$ cat src/hw/rtl/kls_pkg.sv
// Shared types, constants and byte classifiers for the keyword lexer stream.
// Depends on nothing; used by kls_step and keyword_lexer_stream.
`timescale 1ns / 1ps
`default_nettype none

package kls_pkg;

    // Counter and field widths
    localparam int unsigned LINE_W     = 20;
    localparam int unsigned OFF_W      = 24;
    localparam int unsigned KIND_W     = 5;
    localparam int unsigned KW_MAX_LEN = 10;
    localparam int unsigned KW_COUNT   = 12;
    localparam int unsigned IDLEN_W    = $clog2(KW_MAX_LEN + 2);
    localparam int unsigned KW_IDX_W   = $clog2(KW_MAX_LEN);

    localparam logic [LINE_W-1:0] LINE_MAX = '1;
    localparam logic [OFF_W-1:0]  OFF_MAX  = '1;

    // Scanner modes
    localparam logic [2:0] MODE_IDLE   = 3'd0;
    localparam logic [2:0] MODE_IDENT  = 3'd1;
    localparam logic [2:0] MODE_NUMBER = 3'd2;
    localparam logic [2:0] MODE_STRING = 3'd3;
    localparam logic [2:0] MODE_DRAIN  = 3'd4;

    // Token kinds
    localparam logic [KIND_W-1:0] KIND_IDENT  = 5'd0;
    localparam logic [KIND_W-1:0] KIND_STRING = 5'd1;
    localparam logic [KIND_W-1:0] KIND_NUMBER = 5'd2;
    localparam logic [KIND_W-1:0] KIND_LBRACE = 5'd3;
    localparam logic [KIND_W-1:0] KIND_RBRACE = 5'd4;
    localparam logic [KIND_W-1:0] KIND_LPAREN = 5'd5;
    localparam logic [KIND_W-1:0] KIND_RPAREN = 5'd6;
    localparam logic [KIND_W-1:0] KIND_LBRACK = 5'd7;
    localparam logic [KIND_W-1:0] KIND_RBRACK = 5'd8;
    localparam logic [KIND_W-1:0] KIND_COMMA  = 5'd9;
    localparam logic [KIND_W-1:0] KIND_EQUAL  = 5'd10;
    localparam logic [KIND_W-1:0] KIND_KW0    = 5'd11;
    localparam logic [KIND_W-1:0] KIND_EOF    = 5'd23;
    localparam logic [KIND_W-1:0] KIND_ERROR  = 5'd24;

    // Keyword text, first character in the most significant used byte
    localparam logic [KW_MAX_LEN*8-1:0] KW_TEXT [KW_COUNT] = '{
        "template", "service", "stage", "use", "from", "run",
        "copy", "env", "expose", "cmd", "entrypoint", "workdir"
    };
    localparam int unsigned KW_LEN [KW_COUNT] = '{8, 7, 5, 3, 4, 3, 4, 3, 6, 3, 10, 7};

    typedef logic [KW_MAX_LEN-1:0][7:0] t_kw_buf;

    // Scanner state carried between items
    typedef struct packed {
        logic [2:0]         mode;
        logic [LINE_W-1:0]  line_no;
        logic [OFF_W-1:0]   offset;
        logic [OFF_W-1:0]   tstart;
        logic [IDLEN_W-1:0] idlen;
        t_kw_buf            kw_buf;
    } t_scan_state;

    localparam t_scan_state STATE_RESET = '{
        mode:    MODE_IDLE,
        line_no: LINE_W'(1),
        offset:  '0,
        tstart:  '0,
        idlen:   '0,
        kw_buf:  '0
    };

    // One result token
    typedef struct packed {
        logic [KIND_W-1:0] kind;
        logic [LINE_W-1:0] line_no;
        logic [OFF_W-1:0]  start;
        logic [OFF_W-1:0]  length;
        logic              last;
    } t_token;

    typedef t_token [2:0] t_token_set;

    function automatic logic is_letter(input logic [7:0] c);
        return (c >= "a" && c <= "z") || (c >= "A" && c <= "Z") || c == "_";
    endfunction

    function automatic logic is_digit(input logic [7:0] c);
        return c >= "0" && c <= "9";
    endfunction

    // Map a symbol byte to its kind; anything else maps to the error kind
    function automatic logic [KIND_W-1:0] sym_kind(input logic [7:0] c);
        logic [KIND_W-1:0] kind;
        case (c)
            8'h7B:   kind = KIND_LBRACE;
            8'h7D:   kind = KIND_RBRACE;
            8'h28:   kind = KIND_LPAREN;
            8'h29:   kind = KIND_RPAREN;
            8'h5B:   kind = KIND_LBRACK;
            8'h5D:   kind = KIND_RBRACK;
            8'h2C:   kind = KIND_COMMA;
            8'h3D:   kind = KIND_EQUAL;
            default: kind = KIND_ERROR;
        endcase
        return kind;
    endfunction

    // Compare the buffered identifier against every keyword in parallel
    function automatic logic [KIND_W-1:0] kw_kind(input t_kw_buf kw_buf,
                                                  input logic [IDLEN_W-1:0] len);
        logic [KIND_W-1:0] kind;
        logic              hit;
        kind = KIND_IDENT;
        for (int k = KW_COUNT - 1; k >= 0; k--) begin
            hit = (len == IDLEN_W'(KW_LEN[k]));
            for (int i = 0; i < KW_MAX_LEN; i++) begin
                if (i < KW_LEN[k]) begin
                    if (kw_buf[i] != KW_TEXT[k][(KW_LEN[k] - 1 - i) * 8 +: 8]) begin
                        hit = 1'b0;
                    end
                end
            end
            if (hit) begin
                kind = KIND_KW0 + KIND_W'(k);
            end
        end
        return kind;
    endfunction

endpackage

`default_nettype wire

$ cat src/hw/rtl/kls_step.sv
// Next-state and token logic for one source byte of the keyword lexer.
// Purely combinational; depends on kls_pkg.
`timescale 1ns / 1ps
`default_nettype none

module kls_step (
    input  kls_pkg::t_scan_state i_state,
    input  logic                 i_present,
    input  logic [7:0]           i_byte,
    input  logic                 i_eos,
    output kls_pkg::t_scan_state o_state,
    output kls_pkg::t_token_set  o_tokens,
    output logic [1:0]           o_count
);
    import kls_pkg::*;

    t_scan_state v;
    t_token_set  v_tok;
    logic [1:0]  v_n;
    logic        v_use;

    always_comb begin
        v     = i_state;
        v_tok = '0;
        v_n   = 2'd0;
        v_use = 1'b1;

        if (i_present) begin
            // Continue or close the token in progress
            case (v.mode)
                MODE_IDENT: begin
                    if (is_letter(i_byte) || is_digit(i_byte)) begin
                        if (v.idlen < IDLEN_W'(KW_MAX_LEN)) begin
                            v.kw_buf[v.idlen[KW_IDX_W-1:0]] = i_byte;
                        end
                        if (v.idlen <= IDLEN_W'(KW_MAX_LEN)) begin
                            v.idlen = v.idlen + IDLEN_W'(1);
                        end
                    end else begin
                        v_tok[v_n] = '{kw_kind(v.kw_buf, v.idlen), v.line_no, v.tstart,
                                       v.offset - v.tstart, 1'b0};
                        v_n    = v_n + 2'd1;
                        v.mode = MODE_IDLE;
                    end
                end
                MODE_NUMBER: begin
                    if (!is_digit(i_byte)) begin
                        v_tok[v_n] = '{KIND_NUMBER, v.line_no, v.tstart,
                                       v.offset - v.tstart, 1'b0};
                        v_n    = v_n + 2'd1;
                        v.mode = MODE_IDLE;
                    end
                end
                MODE_STRING: begin
                    if (i_byte == "\"") begin
                        v_tok[v_n] = '{KIND_STRING, v.line_no, v.tstart,
                                       v.offset - v.tstart, 1'b0};
                        v_n    = v_n + 2'd1;
                        v.mode = MODE_IDLE;
                        v_use  = 1'b0;
                    end else if (i_byte == 8'h0A) begin
                        if (v.line_no != LINE_MAX) begin
                            v.line_no = v.line_no + LINE_W'(1);
                        end
                    end
                end
                default: ;
            endcase

            // Start a new token or emit a single-byte one
            if (v.mode == MODE_IDLE && v_use) begin
                if (i_byte == " " || i_byte == 8'h09 || i_byte == 8'h0D) begin
                    v_use = 1'b0;
                end else if (i_byte == 8'h0A) begin
                    if (v.line_no != LINE_MAX) begin
                        v.line_no = v.line_no + LINE_W'(1);
                    end
                end else if (is_letter(i_byte)) begin
                    v.mode      = MODE_IDENT;
                    v.tstart    = v.offset;
                    v.kw_buf[0] = i_byte;
                    v.idlen     = IDLEN_W'(1);
                end else if (is_digit(i_byte)) begin
                    v.mode   = MODE_NUMBER;
                    v.tstart = v.offset;
                end else if (i_byte == "\"") begin
                    v.mode   = MODE_STRING;
                    v.tstart = (v.offset == OFF_MAX) ? v.offset : v.offset + OFF_W'(1);
                end else begin
                    v_tok[v_n] = '{sym_kind(i_byte), v.line_no, v.offset, OFF_W'(1),
                                   sym_kind(i_byte) == KIND_ERROR};
                    v_n = v_n + 2'd1;
                    if (sym_kind(i_byte) == KIND_ERROR) begin
                        v.mode = MODE_DRAIN;
                    end
                end
            end

            // Advance the saturating byte offset
            if (v.offset != OFF_MAX) begin
                v.offset = v.offset + OFF_W'(1);
            end
        end

        // End of source: flush, close the stream, return to reset
        if (i_eos) begin
            if (v.mode == MODE_IDENT) begin
                v_tok[v_n] = '{kw_kind(v.kw_buf, v.idlen), v.line_no, v.tstart,
                               v.offset - v.tstart, 1'b0};
                v_n = v_n + 2'd1;
            end else if (v.mode == MODE_NUMBER) begin
                v_tok[v_n] = '{KIND_NUMBER, v.line_no, v.tstart, v.offset - v.tstart, 1'b0};
                v_n = v_n + 2'd1;
            end else if (v.mode == MODE_STRING) begin
                v_tok[v_n] = '{KIND_STRING, v.line_no, v.tstart, v.offset - v.tstart, 1'b0};
                v_n = v_n + 2'd1;
            end
            if (v.mode != MODE_DRAIN) begin
                v_tok[v_n] = '{KIND_EOF, v.line_no, v.offset, OFF_W'(0), 1'b1};
                v_n = v_n + 2'd1;
            end
            v = STATE_RESET;
        end
    end

    assign o_state  = v;
    assign o_tokens = v_tok;
    assign o_count  = v_n;

endmodule

`default_nettype wire

$ cat src/hw/rtl/keyword_lexer_stream.sv
// Top level of the keyword lexer stream: input register, scanner state and
// a three-slot result buffer. Depends on kls_pkg and kls_step.
//
//   channel | direction | handshake                 | payload
//   input   | in        | i_in_valid / o_in_stall   | char_present, src_byte, end_of_source
//   output  | out       | o_out_valid / i_out_stall | token_kind .. last_token
//
// An accepted byte is registered, then scanned once its tokens have room; its
// tokens (zero to three) land in the result buffer together and, while the output
// is not stalled, leave one per cycle. With no output stall a byte giving at most
// one token sustains one byte per cycle; a byte giving more tokens holds the single
// output port until all are taken, so a following byte that also gives tokens waits
// in the input register. Reset is synchronous and active low and returns the scanner to
// line one, offset zero. Output stall backs up into the input register, then o_in_stall.
`timescale 1ns / 1ps
`default_nettype none

module keyword_lexer_stream (
    input  logic                           i_clk,
    input  logic                           i_rst_n,
    input  logic                           i_in_valid,
    output logic                           o_in_stall,
    input  logic                           i_char_present,
    input  logic [7:0]                     i_src_byte,
    input  logic                           i_end_of_source,
    output logic                           o_out_valid,
    input  logic                           i_out_stall,
    output logic [kls_pkg::KIND_W-1:0]     o_token_kind,
    output logic [kls_pkg::LINE_W-1:0]     o_line_number,
    output logic [kls_pkg::OFF_W-1:0]      o_start_offset,
    output logic [kls_pkg::OFF_W-1:0]      o_text_length,
    output logic                           o_last_token
);
    import kls_pkg::*;

    // Input register
    logic        r_in_valid;
    logic        r_present;
    logic [7:0]  r_byte;
    logic        r_eos;

    // Scanner state
    t_scan_state r_state;
    t_scan_state n_state;

    // Result buffer
    t_token      r_slot [3];
    logic [1:0]  r_head;
    logic [1:0]  r_cnt;

    t_token_set  w_tokens;
    logic [1:0]  w_count;
    logic        w_take;
    logic        w_adv;
    logic        w_accept;

    kls_step u_step (
        .i_state   (r_state),
        .i_present (r_present),
        .i_byte    (r_byte),
        .i_eos     (r_eos),
        .o_state   (n_state),
        .o_tokens  (w_tokens),
        .o_count   (w_count)
    );

    // Handshake: scan the held byte once its tokens have room
    assign w_take     = o_out_valid && !i_out_stall;
    assign w_adv      = r_in_valid &&
                        (w_count == 2'd0 || r_cnt == 2'd0 || (r_cnt == 2'd1 && w_take));
    assign o_in_stall = r_in_valid && !w_adv;
    assign w_accept   = i_in_valid && !o_in_stall;

    // Hold the incoming transfer
    always_ff @(posedge i_clk) begin
        if (!i_rst_n) begin
            r_in_valid <= 1'b0;
        end else if (w_accept) begin
            r_in_valid <= 1'b1;
        end else if (w_adv) begin
            r_in_valid <= 1'b0;
        end
    end

    always_ff @(posedge i_clk) begin
        if (w_accept) begin
            r_present <= i_char_present;
            r_byte    <= i_src_byte;
            r_eos     <= i_end_of_source;
        end
    end

    // Advance the scanner state
    always_ff @(posedge i_clk) begin
        if (!i_rst_n) begin
            r_state <= STATE_RESET;
        end else if (w_adv) begin
            r_state <= n_state;
        end
    end

    // Load a token group or drop the token just taken
    always_ff @(posedge i_clk) begin
        if (!i_rst_n) begin
            r_head <= 2'd0;
            r_cnt  <= 2'd0;
        end else if (w_adv && w_count != 2'd0) begin
            r_head <= 2'd0;
            r_cnt  <= w_count;
        end else if (w_take) begin
            r_head <= r_head + 2'd1;
            r_cnt  <= r_cnt - 2'd1;
        end
    end

    always_ff @(posedge i_clk) begin
        if (w_adv && w_count != 2'd0) begin
            r_slot[0] <= w_tokens[0];
            r_slot[1] <= w_tokens[1];
            r_slot[2] <= w_tokens[2];
        end
    end

    // Present the head token
    assign o_out_valid    = (r_cnt != 2'd0);
    assign o_token_kind   = r_slot[r_head].kind;
    assign o_line_number  = r_slot[r_head].line_no;
    assign o_start_offset = r_slot[r_head].start;
    assign o_text_length  = r_slot[r_head].length;
    assign o_last_token   = r_slot[r_head].last;

endmodule

`default_nettype wire
$ cat config.mk
export PLATFORM = sky130hd
export DESIGN_NAME = keyword_lexer_stream
export DESIGN_NICKNAME = d
export VERILOG_FILES = /design/src/hw/rtl/kls_pkg.sv /design/src/hw/rtl/kls_step.sv /design/src/hw/rtl/keyword_lexer_stream.sv
export SDC_FILE = /design/constraint.sdc
export NUM_CORES = 1
export LEC_CHECK = 0
export ABC_AREA = 0
export BUFFER_PORTS_ARGS = -buffer_cell sky130_fd_sc_hd__buf_2
export CAP_MARGIN = 5
export CORE_ASPECT_RATIO = 0.7
export CORE_MARGIN = 5
export CORE_UTILIZATION = 50
export DETAILED_ROUTE_END_ITERATION = 8
export MAX_ROUTING_LAYER = met4
export PLACE_DENSITY = 0.69
export SLEW_MARGIN = 20
export SYNTH_ARGS = -nofsm -noshare
export SYNTH_HDL_FRONTEND = slang
export SYNTH_SLANG_ARGS = --single-unit
$ cat constraint.sdc
create_clock -name i_clk -period 60.9 [get_ports i_clk]
set_clock_uncertainty 0.1 [all_clocks]
set_input_delay 3.045 -clock i_clk [delete_from_list [all_inputs] [get_ports i_clk]]
set_output_delay 3.045 -clock i_clk [all_outputs]
set_load 0.01 [all_outputs]
* Word level (Yosys, flattened, before mapping)
Memories as Yosys holds them, arrays and structs flattened. A register that Yosys moved wholly into a read port is not among the register bits.
Index checks and enable logic that the tools add are counted.
** Word-level totals
- Register bits after elaboration :: 170
- RAM bits :: 222
- Input port bits :: 14
- Output and inout port bits :: 76
- Memories kept :: 1
** Memories
- r_slot :: depth 3, bits a word 74, read ports 1, clocked after Yosys merged registers in 1, write ports 3, RTL line keyword_lexer_stream.sv:47 : t_token r_slot [3];
** Operators by class
- Add/subtract/negate cells :: 11
- Order comparisons :: 16
- Eq/ne operators :: 149
- Mux-type cells :: 319
- Bitwise operators :: 1
- Reductions and logical operators :: 32
** Operator list (number)
- 222-bit two-way mux :: 13
- 222-bit bitwise mux :: 5
- 8-bit by 7-bit inequality test with 1-bit output (second input constant) :: 108
- 74-bit demux with 2-bit select :: 3
- 74-bit two-way mux :: 5
- 155-bit two-way mux :: 2
- 74-bit one-hot mux with 3 select lines :: 1
- 1-bit two-way mux :: 196
- 84-bit two-way mux :: 2
- 5-bit two-way mux :: 33
- 20-bit two-way mux :: 7
- 24-bit two-way mux :: 5
- 28-bit two-way mux :: 3
- 80-bit bitwise mux :: 1
- 80-bit two-way mux :: 1
- 71-bit two-way mux :: 1
- 70-bit two-way mux :: 1
- 8-bit by 6-bit == test with 1-bit output (second input constant) :: 6
- 24-bit subtractor :: 2
- 23-bit two-way mux :: 2
- 20-bit by 1-bit adder with 20-bit output (second input constant) :: 2
- 8-bit by 7-bit == test with 1-bit output (second input constant) :: 5
- 8-bit two-way mux :: 5
- 20-bit inequality test (second input constant) :: 2
- other kinds (40) :: 117

* Logic depth before layout (Yosys ltp)
Gate-level depths: netlist of the first run.
- Word-level depth :: 53
- Mapped depth :: 24
- Depth with buffers taken out :: 22

* Cells and area by module
A second synthesis of the first run with hierarchy kept.
** Second synthesis, totals
- Cell total of the unflattened synthesis :: 3569
- Area, all modules :: 28437.3 um^2
** Modules (own cells, without submodules)
- keyword_lexer_stream :: instances 1, cells each 1205, area each 14392.6 um^2, sequential area each 10209.8 um^2
- kls_step :: instances 1, cells each 2364, area each 14044.7 um^2, sequential area each 0.0 um^2

* Worst setup path after synthesis of the first run
Ideal clock, no wire load.
- Kind :: input port to flip-flop
- Start :: in i_out_stall
- End :: reg with a tool-made name
- Arrival :: 19145 ps
- Setup slack :: 40836 ps
- Stages on the path :: 4
- Cells stage by stage :: o21ai_0 nand2_1 nor3_1 nor3b_1
** RTL lines
- start: declaration :: RTL line keyword_lexer_stream.sv:27 : input logic i_out_stall,

* Worst setup path after layout of the first run
- Start :: reg r_byte[3]
- End :: out o_in_stall
** On the way
- Longest elaborated chain between the ends :: 32
- Elaborated cells on any way between the ends :: 86
- Those cells by class :: add/sub: 3; order compare: 6; eq/ne: 19; mux: 42; reduce/logical: 16
** Ends and longest elaborated chain
- start: declaration :: RTL line keyword_lexer_stream.sv:39 : logic [7:0] r_byte;
- start signal: assignment :: RTL line keyword_lexer_stream.sv:88 : r_byte <= i_src_byte;
- 8-bit by 6-bit == test with 1-bit output or 8-bit by 7-bit == test with 1-bit output (tied branches) :: RTL line kls_pkg.sv:93 : case (c)
- 5-bit one-hot mux with 8 select lines :: RTL line kls_pkg.sv:93
- 5-bit two-way mux :: RTL line kls_step.sv:86 : end else if (i_byte == "\"") begin
- 5-bit two-way mux :: RTL line kls_step.sv:83 : end else if (is_digit(i_byte)) begin
- 5-bit two-way mux :: RTL line kls_step.sv:78 : end else if (is_letter(i_byte)) begin
- 5-bit two-way mux :: RTL line kls_step.sv:74 : end else if (i_byte == 8'h0A) begin
- 5-bit two-way mux :: RTL line kls_step.sv:72 : if (i_byte == " " || i_byte == 8'h09 || i_byte == 8'h0D) begin
- 5-bit two-way mux :: RTL line kls_step.sv:71 : if (v.mode == MODE_IDLE && v_use) begin
- (+15 left out)
- 2-bit by 1-bit adder with 2-bit output :: RTL line kls_step.sv:120 : v_n = v_n + 2'd1;
- 2-bit two-way mux :: RTL line kls_step.sv:118 : if (v.mode != MODE_DRAIN) begin
- 2-bit two-way mux * :: RTL line kls_step.sv:106 : if (i_eos) begin
- 2-bit zero test * :: RTL line keyword_lexer_stream.sv:70 : (w_count == 2'd0 || r_cnt == 2'd0 || (r_cnt == 2'd1 && w_take));
- 1-bit logical OR * (2 in a row) :: RTL line keyword_lexer_stream.sv:70
- 1-bit logical AND * :: RTL line keyword_lexer_stream.sv:69 : assign w_adv = r_in_valid &&
- 1-bit zero test * :: RTL line keyword_lexer_stream.sv:71 : assign o_in_stall = r_in_valid && !w_adv;
- 1-bit logical AND * :: RTL line keyword_lexer_stream.sv:71
- end: declaration :: RTL line keyword_lexer_stream.sv:22 : output logic o_in_stall,
Every way passes the cells marked *; elsewhere a longest branch is shown, timed or not. The select of a mux whose other input is x is not followed.

==> results of run 1 <==
==> cell type report <==
cell class / instances / area [um^2]
Fill cell: 4858 / 24300
Timing Repair Buffer: 140 / 843
Antenna cell: 6 / 15.0
Clock inverter: 20 / 215
Multi-Input combinational cell: 2406 / 15400
Inverter: 98 / 368
Sequential cell: 394 / 10200
Tap cell: 730 / 913
Clock buffer: 54 / 1140
==> flip-flops by register name, indices dropped and copies added, names as in the netlist, named ones only <==
| name | count |
|---|---|
| r_present | 1 |
| r_cnt | 2 |
| r_byte | 8 |
| r_slot | 222 |
| r_head | 2 |
| r_state | 155 |
| r_in_valid | 1 |
| r_eos | 1 |
==> through the flow <==
step	total power [mW]	hold WS, ns	cells	cell area (um^2)	setup WS [ns]
final	0.783	0.328	3848	29100	51.18
after global routing	0.812	0.354	3844	29100	50.76
after CTS	0.782	0.329	3842	29000	51.35
after detailed placement	0.523	0.320	3768	27700	51.97
after global placement	0.518	0.312	3768	27700	52.18
after floorplan	0.462	0.304	3144	26800	40.84
==> metal layers <==
metal / routed length, um / up-vias
met5: 0 / -
met4: 2260 / 0
met3: 13500 / 188
met2: 41400 / 1786
met1: 47800 / 12900
li1: - / 11700
==> synthesized netlist by cell type, types with 26 or more instances <==
master / number / area share
sky130_fd_sc_hd__xnor2_1: 46 / 0.015
sky130_fd_sc_hd__buf_2: 28 / 0.0052
sky130_fd_sc_hd__nand3_1: 105 / 0.020
sky130_fd_sc_hd__dfxtp_1: 162 / 0.12
sky130_fd_sc_hd__a31oi_1: 32 / 0.0075
sky130_fd_sc_hd__o21ai_0: 184 / 0.034
sky130_fd_sc_hd__clkbuf_1: 198 / 0.028
sky130_fd_sc_hd__xor2_1: 46 / 0.015
sky130_fd_sc_hd__nand2b_1: 39 / 0.0091
sky130_fd_sc_hd__a21oi_1: 181 / 0.034
sky130_fd_sc_hd__mux2i_1: 112 / 0.042
sky130_fd_sc_hd__inv_1: 98 / 0.014
sky130_fd_sc_hd__nor2b_1: 26 / 0.0061
sky130_fd_sc_hd__a221oi_1: 61 / 0.020
sky130_fd_sc_hd__o32ai_1: 45 / 0.015
sky130_fd_sc_hd__nand2_1: 387 / 0.054
sky130_fd_sc_hd__nand4_1: 58 / 0.014
sky130_fd_sc_hd__a21boi_1: 58 / 0.016
sky130_fd_sc_hd__nor4_1: 57 / 0.013
sky130_fd_sc_hd__and3_1: 35 / 0.0082
sky130_fd_sc_hd__o22ai_1: 107 / 0.025
sky130_fd_sc_hd__nor3_1: 68 / 0.013
sky130_fd_sc_hd__ha_1: 62 / 0.029
sky130_fd_sc_hd__nor2_1: 212 / 0.030
sky130_fd_sc_hd__or3_1: 89 / 0.021
sky130_fd_sc_hd__edfxtp_1: 232 / 0.26
==> logic make-up (layout without fill, tap and decap cells) <==
kind of cell,Yosys count,count (layout),share of synthesized area
buffers and inverters,344,312,0.0500
DFF,394,394,0.381
adders and majority gates,64,64,0.0305
other,0,6,0
muxes,121,121,0.0457
and+or+nand+nor,1227,1227,0.234
xor gates and xnor gates,92,92,0.0301
AOI/OAI and AO/OA,902,902,0.228
==> critical path: stages (launching register included) <==
cell and delay, ns:
sky130_fd_sc_hd__edfxtp_1 1.01, sky130_fd_sc_hd__nand4_1 0.37, sky130_fd_sc_hd__or4_1 0.97, sky130_fd_sc_hd__a41oi_1 0.47
sky130_fd_sc_hd__nor2_1 0.29, sky130_fd_sc_hd__a211oi_2 0.85, sky130_fd_sc_hd__nor2_1 0.41, sky130_fd_sc_hd__o21a_1 0.32
sky130_fd_sc_hd__ha_1 0.32, sky130_fd_sc_hd__o211ai_1 0.11, sky130_fd_sc_hd__a21oi_2 0.14, sky130_fd_sc_hd__nor4_1 0.49
sky130_fd_sc_hd__buf_2 0.23
==> how the worst max path moves through the flow <==
stage,endpoint,slack [ns]
6_report,o_in_stall,51.18
5_1_grt,o_in_stall,50.76
4_1_cts,o_in_stall,51.35
3_5_place_dp,o_in_stall,51.97
3_3_place_gp,o_in_stall,52.18
2_1_floorplan,flop,40.84
==> power breakdown <==
part	switching (mW)	internal, mW	leakage (nW)
logic	0.136	0.0664	5.38
clock network	0.114	0.146	0.660
registers	0.0136	0.306	3.53
==> metrics.txt, run 1 <==
Gates resized, CTS repair 0; sum of negative setup slack 0 ns; Port Buffers 89; area overhead of the layout relative to synthesis 8.60%; via total after detailed routing ~27k; Worst Hold Endpoint r_state[63]; total half-perimeter wirelength after legalization and detailed placement ~76000 um; power per cell area around 27 nW/um^2; fraction of final layout cells sized beyond drive strength 1 0.0897; worst r2r src r_byte[3]; number of clock buffers inserted by TritonCTS 40; total core area roughly 53000 um^2; sequential element share of the synthesized area 0.381; clock sink count roughly 390; max-slew headroom at the worst pin 0.112; vias in the first global route ~24k; startpoint of the worst setup timing path r_byte[3]; length in cells of the worst reg-to-reg path 14; #FFs+latches synth 394; number of remaining DRC errors 0; post-route minimum period 9.72 ns; Synthesized Nets between 3k and 4k; io pins 90; GRT Util Overall 0.357; DRC marker count from the first detailed-route iteration between 3k and 4k; met1 layer usage reported by global route 0.551; required time of the critical path 57.76 ns; worst hold-check path type reg -> reg; total length of routed wires ~110000 um; count of pins over their slew limit 0; starting density of the core 0.501; # nets final ~3.2k; Post-synth ARST share 0; maximum clock rate 103 MHz; maximum root-to-sink buffer count 3; worst-path maximum fanout 27; Primary FF master, synth sky130_fd_sc_hd__edfxtp_1; status complete, no violations; leading cell type in the layout, fill and taps excluded sky130_fd_sc_hd__nand2_1; crit start category flop; arrival time at the worst endpoint 6.57 ns; H-Tree Depth 2; total global routing overflow 0; hold path cells 2; clock root buffer sky130_fd_sc_hd__clkbuf_16; final weighted congestion in routability-driven placement roughly 1.1; number of placement rows 71; Clock transition at path regs roughly 0.06 ns; actual transition at the worst max-transition pin about 1.3 ns; Post-Synthesis Mean Instance Area between 8 and 9 um^2; average wire length per cell after detail routing about 27 um; number of standard cells after synthesis 3144; RSZ-0062 raised after global routing no; reg-to-reg setup timing slack ~52 ns; kind of critical path reg -> out; startpoint of the worst hold path r_state[63]; chip height between 200 and 250 um; reported max-cap violation count 0; standby leakage power between 9 and 10 nW; # hold bufs at CTS 0; Fin. Hold Viols 0; type of destination of the critical path output pin; ANT nets after route 0; global-route track usage on met3 0.0884; end of the worst register-to-register path r_slot[2][65]; Die X-Extent 287 um; number of enable flip-flop cells after synthesis between 200 and 250; number of setup buffers added after CTS 0; initial antenna violation count 2; YS warnings 0; drt pass-1 iters 8; Clock Latency Late Sink roughly 0.6 ns; most frequent cells in the layout sky130_fd_sc_hd__nand2_1, sky130_fd_sc_hd__edfxtp_1, sky130_fd_sc_hd__nor2_1, sky130_fd_sc_hd__o21ai_0, sky130_fd_sc_hd__a21oi_1; post-synthesis instance area approximately 27000 um^2; Cell variety after synth 100; drt via density 6.91; Final Util 0.544; maximum resistive drop on vdd 0.0000354 V; Die Area a little under 60000 um^2; pin count of the biggest net entering global routing 200; CTS tree done; first-pass GRT wire length approximately 160000 um; Tcrit/Tclk final 0.160; global-route layer with the greatest usage met1; final setup fails 0; met2 track demand over resource in global routing 0.469
Note: power is estimated with default switching activity, not from simulation.
==> inputs of run 2 (changes only) <==
clock period = 9.5 ns   (was 60.9 ns; I/O delays follow)
==> run 2 against run 1 <==
Non-clock buffer count rose by 24. Total power grew to 6.4 times the previous value. Critical path depth is 9 higher. Flip-flop and latch count unchanged. Core utilization is 0.28 points higher. Final area rose by 0.52%. Highest routed layer unchanged. Sequential share of layout area fell by 0.18 points. Wire length down 1.8%. Sequential power grew to 6.4 times the previous value. Final cell count rose by 0.55%. Die area unchanged. Via count down 0.33%. Largest cell class unchanged.
==> metrics.txt, run 2 (synthesis gave the netlist of run 1 again) <==
status complete, no violations (unchanged); worst r2r src r_byte[4] (was r_byte[3]); largest register by flop count r_slot (unchanged); Port Buffers 89 (unchanged); total core area 53400 um^2 (unchanged); drt pass-1 iters 6 (was 8); Die Area 58300 um^2 (unchanged); Die X-Extent 287 um (unchanged); io pins 90 (unchanged); Clock Latency Late Sink 0.59 ns (was 0.60 ns); leading cell type in the layout, fill and taps excluded sky130_fd_sc_hd__nand2_1 (unchanged); sum of negative setup slack 0 ns (unchanged); # hold bufs at CTS 11 (was 0); most frequent cells in the layout sky130_fd_sc_hd__nand2_1, sky130_fd_sc_hd__edfxtp_1, sky130_fd_sc_hd__nor2_1, sky130_fd_sc_hd__o21ai_0, sky130_fd_sc_hd__a21oi_1 (unchanged); post-route minimum period about 7.5 ns; first-pass GRT wire length 155000 um (was 157000 um); final standard cell count with taps included and fillers excluded 3869 (was 3848); clock root buffer sky130_fd_sc_hd__clkbuf_16 (unchanged); Tcrit/Tclk final 0.786; kind of critical path reg -> reg (was reg -> out); H-Tree Depth 2 (unchanged); number of flip-flops in the largest register 222 (unchanged); starting density of the core 0.501 (unchanged); cell with the largest stage delay on the worst path sky130_fd_sc_hd__or4_1 (was sky130_fd_sc_hd__edfxtp_1); via total after detailed routing 26.5k (was 26.6k); hold path cells 2 (unchanged); crit start category flop (unchanged); vias in the first global route 24.3k (about the same); maximum root-to-sink buffer count 3 (unchanged); Storage cell area 10200 um^2 (unchanged); total half-perimeter wirelength after legalization and detailed placement 74300 um (was 75600 um); average wire length per cell after detail routing 26.7 um (was 27.3 um); number of remaining DRC errors 0 (unchanged); DRC marker count from the first detailed-route iteration 3764 (was 3878); ANT nets after route 0 (unchanged); startpoint of the worst setup timing path r_byte[4] (was r_byte[3]); clock sink count 394 (unchanged); type of destination of the critical path flop (was output pin); worst-path maximum fanout 19 (was 27); # nets final 3182 (was 3158); most frequent CP cell sky130_fd_sc_hd__inv_1 (was sky130_fd_sc_hd__nor2_1); Fill cells 4872 (was 4858); Clock transition at path regs 0.07 ns (was 0.06 ns); max-slew headroom at the worst pin 0.203 (was 0.112); drt via density 6.85 (was 6.91); RSZ-0062 raised after global routing no (unchanged); Worst Hold Endpoint r_state[147] (was r_state[63]); number of setup buffers added after CTS 0 (unchanged); Fin. Hold Viols 0 (unchanged); cell type group with the largest total delay on the critical path compound AO/OA/AOI/OAI gates (was simple AND/OR/NAND/NOR gates); maximum clock rate between 100 and 150 MHz; standby leakage power 9.65 nW (was 9.58 nW); CP cell instances nand4_1 > or4_1 > nand3_1 > buf_4 > nor2_1 > nor2_1 > o22ai_1 > inv_1 > ha_1 > inv_1 > fa_1 > a211o_1 > o211ai_1 > a211oi_1 > o31ai_1 > o221ai_1 > o21ai_0 > inv_1 > a31oi_1 > xor2_1 > o22ai_1 (was nand4_1 > or4_1 > a41oi_1 > nor2_1 > a211oi_2 > nor2_1 > o21a_1 > ha_1 > o211ai_1 > a21oi_2 > nor4_1 > buf_2); CTS tree done (unchanged); total length of routed wires 103000 um (was 105000 um); Gates resized, CTS repair 0 (unchanged); CP max stage delay 0.91 ns (was 1.01 ns); chip height 204 um (unchanged); end of the worst register-to-register path r_slot[0][21] (was r_slot[2][65]); arrival time at the worst endpoint 7.65 ns (was 6.57 ns); Final Power 5.00 mW (was 783 uW); Placed Cells 3781 (was 3768); total global routing overflow 0 (unchanged); Final Util 0.547 (was 0.544); number of placement rows 71 (unchanged); maximum resistive drop on vdd 0.000153 V (was 0.0000354 V); actual transition at the worst max-transition pin 1.19 ns (was 1.33 ns); fraction of final layout cells sized beyond drive strength 1 0.0918 (was 0.0897); reg-to-reg setup timing slack 2.04 ns (was 52.22 ns); number of clock buffers inserted by TritonCTS 40 (unchanged); final setup fails 0 (unchanged); length in cells of the worst reg-to-reg path 21 (was 14); GRT Util Overall 0.351 (was 0.357); worst hold-check path type in -> reg (was reg -> reg); reported max-cap violation count 0 (unchanged); largest registers in the final layout r_slot (222), r_state (155), r_byte (8) (unchanged); required time of the critical path 9.68 ns (was 57.76 ns); pin count of the biggest net entering global routing 119 (was 200); count of pins over their slew limit 0 (unchanged); Buf/Inv on CP 4 (was 1); initial antenna violation count 4 (was 2); multi-input combinational cell area 15300 um^2 (was 15400 um^2); area overhead of the layout relative to synthesis 9.16% (was 8.60%); final weighted congestion in routability-driven placement 1.09 (was 1.06); power per cell area 171 nW/um^2 (was 26.9 nW/um^2); startpoint of the worst hold path i_rst_n (was r_state[63])
## run 2: changes by cell type in the layout (fill, tap and decap cells not counted), sizes merged
cell,before,now
bufinv,3,4
diode,6,3
buf,140,153
dlygate4sd3,0,11
clkinvlp,3,2
## run 2: layout make-up
cell class              instances  area share
multi-input cells            2406       0.524
flip-flops and latches        394       0.350
clock buffers                  54      0.0374
repair buffers                164      0.0364
well taps                     730      0.0313
inverters                      98      0.0126
clock inverters                20     0.00839
diodes                          3    0.000257
## run 2: worst reg2reg max path: cells and delay by family (launching register included)
kind | cells | cell delay [ns]
xor+xnor | 1 | 0.27
flops | 1 | 0.77
fa+ha+maj | 2 | 0.65
buf+inv | 4 | 0.51
compound gates | 9 | 2.82
simple gates | 5 | 2.06
## run 2: worst max path at each step
stage,endpoint,slack [ns],cells past startpoint
3_3_place_gp,r_slot[0][21],2.45,21
4_1_cts,r_slot[0][21],2.24,21
5_1_grt,r_slot[1][21],1.61,21
2_1_floorplan,r_cnt[1],0.01,19
3_5_place_dp,r_slot[0][21],2.27,21
6_report,r_slot[0][21],2.04,21
## run 2: metrics by stage
step,instance area (um^2),hold slack [ns],setup WS [ns]
final,29200,0.244,2.04
after global routing,29200,0.239,1.61
after CTS,29200,0.216,2.24
after detailed placement,27800,0.322,2.27
after global placement,27700,0.316,2.45
after floorplan,26800,0.304,0.0128
## run 2: routing by layer
layer,part of all wire,GRT usage,up-vias
met4,0.022,0.0758,0
met2,0.40,0.473,1631
met1,0.45,0.528,12900
li1,-,-,11800
met5,0,-,-
met3,0.13,0.0889,198
## run 2: report_power, final
group          switching [mW]  internal, mW
sequential             0.0742          1.96
combinational           0.875         0.434
clock                   0.719         0.929
total                    1.67          3.33
